### src/hw/rtl/m3i_pkg.sv
// m3i_pkg: shared types and constants for the 3x3 matrix inverse block
// no dependencies
package m3i_pkg;

  // number of matrix entries and width of one entry
  localparam int unsigned NumEnt   = 9;
  localparam int unsigned EntryW   = 16;
  localparam int unsigned ProdW    = 2 * EntryW;          // pair product
  localparam int unsigned CofW     = ProdW + 1;           // cofactor
  localparam int unsigned DetProdW = CofW + EntryW;       // cofactor times entry
  localparam int unsigned DetW     = DetProdW + 2;        // sum of three
  localparam int unsigned QuotW    = 32;                  // result width
  localparam int unsigned QShift   = 24;                  // dividend shift
  localparam int unsigned RemW     = DetW;                // partial remainder
  localparam int unsigned QDepth   = 4;                   // front/back queue
  localparam int unsigned QPtrW    = $clog2(QDepth);

  typedef logic signed [EntryW-1:0]   entry_t;
  typedef logic signed [ProdW-1:0]    prod_t;
  typedef logic signed [CofW-1:0]     cof_t;
  typedef logic signed [DetProdW-1:0] det_prod_t;
  typedef logic signed [DetW-1:0]     det_t;
  typedef logic        [QuotW-1:0]    quot_t;

  // one item as it travels from the front part to the back part
  typedef struct packed {
    cof_t [NumEnt-1:0] cof;
    det_t              det;
  } item_t;

endpackage

### src/hw/rtl/m3i_queue.sv
// m3i_queue: short register queue between front and back parts
// depends on m3i_pkg
module m3i_queue import m3i_pkg::*; (
  input  logic  clk_i,
  input  logic  rst_ni,
  input  logic  push_i,
  input  item_t item_i,
  input  logic  pop_i,
  output item_t item_o,
  output logic  empty_o,
  output logic  full_o
);

  item_t            mem_q [QDepth];
  logic [QPtrW-1:0] wr_q, rd_q;
  logic [QPtrW:0]   cnt_q;

  // pointers and fill count
  always_ff @(posedge clk_i or negedge rst_ni) begin
    if (!rst_ni) begin
      wr_q  <= '0;
      rd_q  <= '0;
      cnt_q <= '0;
    end else begin
      if (push_i) wr_q <= wr_q + 1'b1;
      if (pop_i)  rd_q <= rd_q + 1'b1;
      if (push_i && !pop_i)      cnt_q <= cnt_q + 1'b1;
      else if (!push_i && pop_i) cnt_q <= cnt_q - 1'b1;
    end
  end

  // storage
  always_ff @(posedge clk_i) begin
    if (push_i) mem_q[wr_q] <= item_i;
  end

  assign item_o  = mem_q[rd_q];
  assign empty_o = (cnt_q == '0);
  assign full_o  = (cnt_q == (QPtrW+1)'(QDepth));

endmodule

### config.mk
export PLATFORM = sky130hd
export DESIGN_NAME = m3i_queue
export DESIGN_NICKNAME = d
export VERILOG_FILES = /design/src/hw/rtl/m3i_pkg.sv /design/src/hw/rtl/m3i_queue.sv
export SDC_FILE = /design/constraint.sdc
export NUM_CORES = 1
export LEC_CHECK = 0
export BUFFER_PORTS_ARGS = -buffer_cell sky130_fd_sc_hd__buf_2
export CAP_MARGIN = 10
export CORE_UTILIZATION = 50
export DETAILED_ROUTE_END_ITERATION = 10
export GPL_TIMING_DRIVEN = 1
export PLACE_DENSITY = 0.71
export SYNTH_ARGS = -nofsm -noshare
export SYNTH_HDL_FRONTEND = slang
export SYNTH_SLANG_ARGS = --single-unit
### constraint.sdc
create_clock -name clk_i -period 11.6 [get_ports clk_i]
set_clock_uncertainty 0.05 [all_clocks]
set_input_delay 2.32 -clock clk_i [delete_from_list [all_inputs] [get_ports clk_i]]
set_output_delay 2.32 -clock clk_i [all_outputs]
set_load 0.05 [all_outputs]
* Yosys cells after proc, flatten, opt, wreduce, memory -nomap -nowiden
Memory sizes are Yosys's and may differ from the RTL's.
Cells that the tools add are included.
** Word-level totals
- Bits in registers :: 7
- Bits in latches :: 0
- Bits in writable memories :: 1392
- Bits in read-only memories :: 0
- Output and inout port bits :: 350
- Memories kept :: 1
** Memory list
- mem_q :: words 4, width 348, rd ports 1, clocked after memory_dff 0, write ports 1, line m3i_queue.sv:14 : item_t mem_q [QDepth];
** Operators by class
- Add/subtract/negate cells :: 4
- Multiply operators :: 0
- Div/mod/pow operators :: 0
- Magnitude comparators :: 0
- Eq/ne operators :: 1
- Shifts and indexed selects :: 0
- Mux-type cells :: 4
- Bitwise logic cells :: 0
- Reductions and logical operators :: 6
** Operators with widths (number)
- $mux 3 :: 2
- $add 2x1->2 const B :: 2
- $add 3x1->3 const B :: 1
- $eq 3x3->1 const B :: 1
- $logic_not 3->1 :: 1
- $sub 3x1->3 const B :: 1
- $logic_and 1x1->1 :: 2
- $logic_not 1->1 :: 2
- $mux 1 :: 2
- $reduce_bool 2->1 :: 1

* Longest topological paths before layout
- Word-level depth :: 4
- Mapped depth :: 7
- Gate-level depth less buffers :: 7

* Worst setup path after synthesis
Ideal clock, no wire load.
- Path kind :: in2reg
- From :: input push_i
- To :: memory mem_q[1][0] in the netlist's numbering, enable pin
- Library setup time :: 0.753 ns
- Arrival :: 10.156 ns
- Setup slack :: 0.640 ns
- Stages :: 1
- Cells stage by stage :: and2_1
** Between the ends
- Word-level cells in the longest chain between the ends :: 2
** RTL lines
- from (decl) :: line m3i_queue.sv:6 : input logic push_i,
- $mux 1 :: line m3i_queue.sv:34 : if (push_i) mem_q[wr_q] <= item_i;
- $mux 1 (not written as such) :: line m3i_queue.sv:34
- to (decl) :: line m3i_queue.sv:14
Every way passes these cells.

==> results.py <==
metrics = {
    "status": {
        "status": "finished, final reports clean",
    },
    "floorplanning": {
        "start_util_pct": 50.6,
        "die_y_um": 320,
        "coreArea_um2": 100000,
        "dieArea_um2": 103000,
        "num_io_pins": 702,
        "rows": 116,
        "die_x_um": 320,
    },
    "routing": {
        "ant_nets": 0,
        "firstDrtPassIters": 5,
        "vias_per_cell": 5.59,
        "wl_per_cell_um": 25.6,
        "drtIter0Drc": 1555,
        "vias": 22699,
        "routed_wl_um": 104000,
        "drc": 0,
    },
    "pwr": {
        "power_leakage_nw": 20.2,
        "p_per_area_nw_per_um2": 301,
        "p_total_mw": 18.0,
        "vdd_ir_drop_max_uv": 275,
    },
    "place": {
        "portBuffers": 701,
        "routabilityCongestion": 0.794,
        "dp_hpwl_um": 62500,
        "post-place-cells": 3788,
        "pre_cts_ws_ns": 5.55,
    },
    "sta": {
        "slew_viol_final": 0,
        "rsz0062_at_grt": "no",
        "max_slew_margin_pct": 14.2,
        "finalHoldViolCount": 0,
        "finalCriticalPeriod_ns": 6.60,
        "setup_viol": 0,
        "worstMarginPinSlew_ns": 1.29,
        "fmax_ghz": 0.152,
        "finalSetupTns_ns": 0,
        "fin_crit_sh_pct": 56.9,
        "setup_ws_ns": 5.00,
    },
    "synth": {
        "synth_fp_nets": 2210,
        "mappedNetlistArea_um2": 50600,
        "ys_seq_elements": 1399,
        "ys_warn_count": 0,
        "synthCells": 1852,
        "synth_seq_area_share_pct": 82.9,
        "synthDistinctLibCells": 19,
        "syn_avg_cell_area_um2": 27.3,
    },
    "setup_path": {
        "end_kind": "output port",
        "critPathArrivalTime_ns": 4.23,
        "slowest_delay_ns": 1.02,
        "start_kind": "register",
        "crit_required_ns": 9.23,
        "crit_slowest_cell": "dfrtp_4",
        "critical_path_peak_fanout": 91,
        "crit_path_cell_trace": "buf_12, buf_4, mux4_2, buf_2",
        "path_class": "reg2out",
    },
    "clock_network": {
        "cts.reportedPaths.clkPinSlew_ns": 0.06,
        "cts.sinks": 1399,
        "ctsRootBufferMaster": "clkbuf_16",
        "h-tree-depth": 4,
        "clock_path_buffers": 3,
        "cts_tree": "yes",
        "ctsResizeCount": 0,
        "cts_buffers": 139,
        "hold_buffers": 0,
        "cts_setup_buffers": 0,
        "insertion_delay_ns": 0.72,
    },
    "final_layout": {
        "fin_cells": 4064,
        "final_nets": 2989,
        "drive_above_1_share_pct": 46.1,
        "area_growth_pct": 18.3,
    },
    "global_route": {
        "grt_pass1_wl_um": 153000,
        "globalRoute.totalOverflow": 0,
        "grt_usage_pct": 20.3,
        "grt_pass1_vias": 24091,
        "antenna_found_initial": 45,
        "grt_max_degree": 152,
    },
    "flow_run": {
        "max-cap-violations": 0,
    },
    "hold_path": {
        "hp-class": "reg2reg",
    },
}
stage by stage:
stage / instance area (um2) / utilization (%) / hold slack (ns)
3_3_place_gp: 55400 / 55.4 / 0.423
5_1_grt: 59900 / 59.8 / 0.515
2_1_floorplan: 50600 / - / 0.406
3_5_place_dp: 55400 / 55.4 / 0.468
6_report: 59900 / 59.8 / 0.495
4_1_cts: 59800 / 59.7 / 0.481
sequential cells by signal, summed over array words and instances, names as in the netlist:
name,count
wr_q,2
mem_q,1392
rd_q,2
cnt_q,3
power by group:
| group | internal, mW | switching (mW) | total (mW) |
|---|---|---|---|
| clock | 2.51 | 1.79 | 4.31 |
| combinational | 1.92 | 4.88 | 6.79 |
| sequential | 6.62 | 0.296 | 6.92 |
| total | 11.1 | 6.97 | 18.0 |
worst paths after layout:
kind,slack (ns),startpoint,depth (start not counted),end
max,5.00,rd_q[0],4,item_o[317]
min,0.50,cnt_q[2],1,cnt_q[2]
max reg2reg,8.63,wr_q[1],4,mem_q[1][127]
min reg2reg,0.50,cnt_q[2],1,cnt_q[2]
max in group asynchronous,9.95,rst_ni,1,rd_q[0]
min in group asynchronous,1.37,rst_ni,1,rd_q[1]
cell usage after synthesis, drive strengths merged:
cell type  instances  area share, %
edfxtp          1392             83
ha                 5           0.12
dfrtp              7           0.35
and2               4          0.049
fa                 1          0.040
inv                4          0.030
nor2               1         0.0074
mux4             348             15
nand2              2          0.015
o21ai              1         0.0099
nor3               1         0.0099
nor3b              1          0.015
mux2               1          0.022
xor2               4          0.069
buf               72            1.1
clkbuf             6          0.044
xnor2              2          0.035
critical path: cells and delay by family (launching register included):
family	cells	cell delay (ns)
buf+inv	3	1.56
flops	1	1.02
mux	1	0.64
cell type report:
class                      count  area (um2)
antenna                       26        65.1
fill                        6890       40300
timing repair buffer         716        3770
sequential                  1399       42000
clock inverter                75         722
tap                         1298        1620
multi-input combinational    371        8050
clock buffer                 175        3670
inverter                       4        15.0
per-layer routing:
layer	up-vias	global-route usage [%]	routed length (um)
met1	11845	24.0	38000
met4	42	8.72	3610
met5	-	0	276
li1	9707	-	-
met2	861	33.6	53300
met3	244	7.16	9000
placed cells by master, fill, tap and decap left out:
master / n
mux2_2: 1
ha_1: 5
buf_12: 12
clkinv_1: 24
clkbuf_1: 33
nor3b_1: 1
nor3_1: 1
fa_1: 1
and2_4: 4
clkbuf_16: 141
dfrtp_4: 2
o21ai_0: 1
buf_4: 3
clkinv_4: 2
clkinv_8: 4
nor2_1: 1
clkinv_2: 26
inv_6: 5
clkinvlp_4: 2
xor2_1: 4
xnor2_1: 2
bufinv_16: 12
dfrtp_1: 5
inv_1: 4
edfxtp_1: 1392
clkbuf_8: 1
diode_2: 26
nand2_1: 2
buf_2: 701
mux4_2: 348
kinds of logic (layout without fill, tap and decap cells):
kind of cell | Yosys count | count (layout) | synth area share [%]
AOI/OAI and AO/OA | 1 | 1 | 0.00988
xor gates and xnor gates | 6 | 6 | 0.104
and+or+nand+nor | 9 | 9 | 0.0964
other | 0 | 26 | 0
muxes | 349 | 349 | 15.5
adders and majority gates | 6 | 6 | 0.163
DFF | 1399 | 1399 | 82.9
buffers and inverters | 82 | 970 | 1.21
No activity file was read; power rests on OpenSTA's default activity.
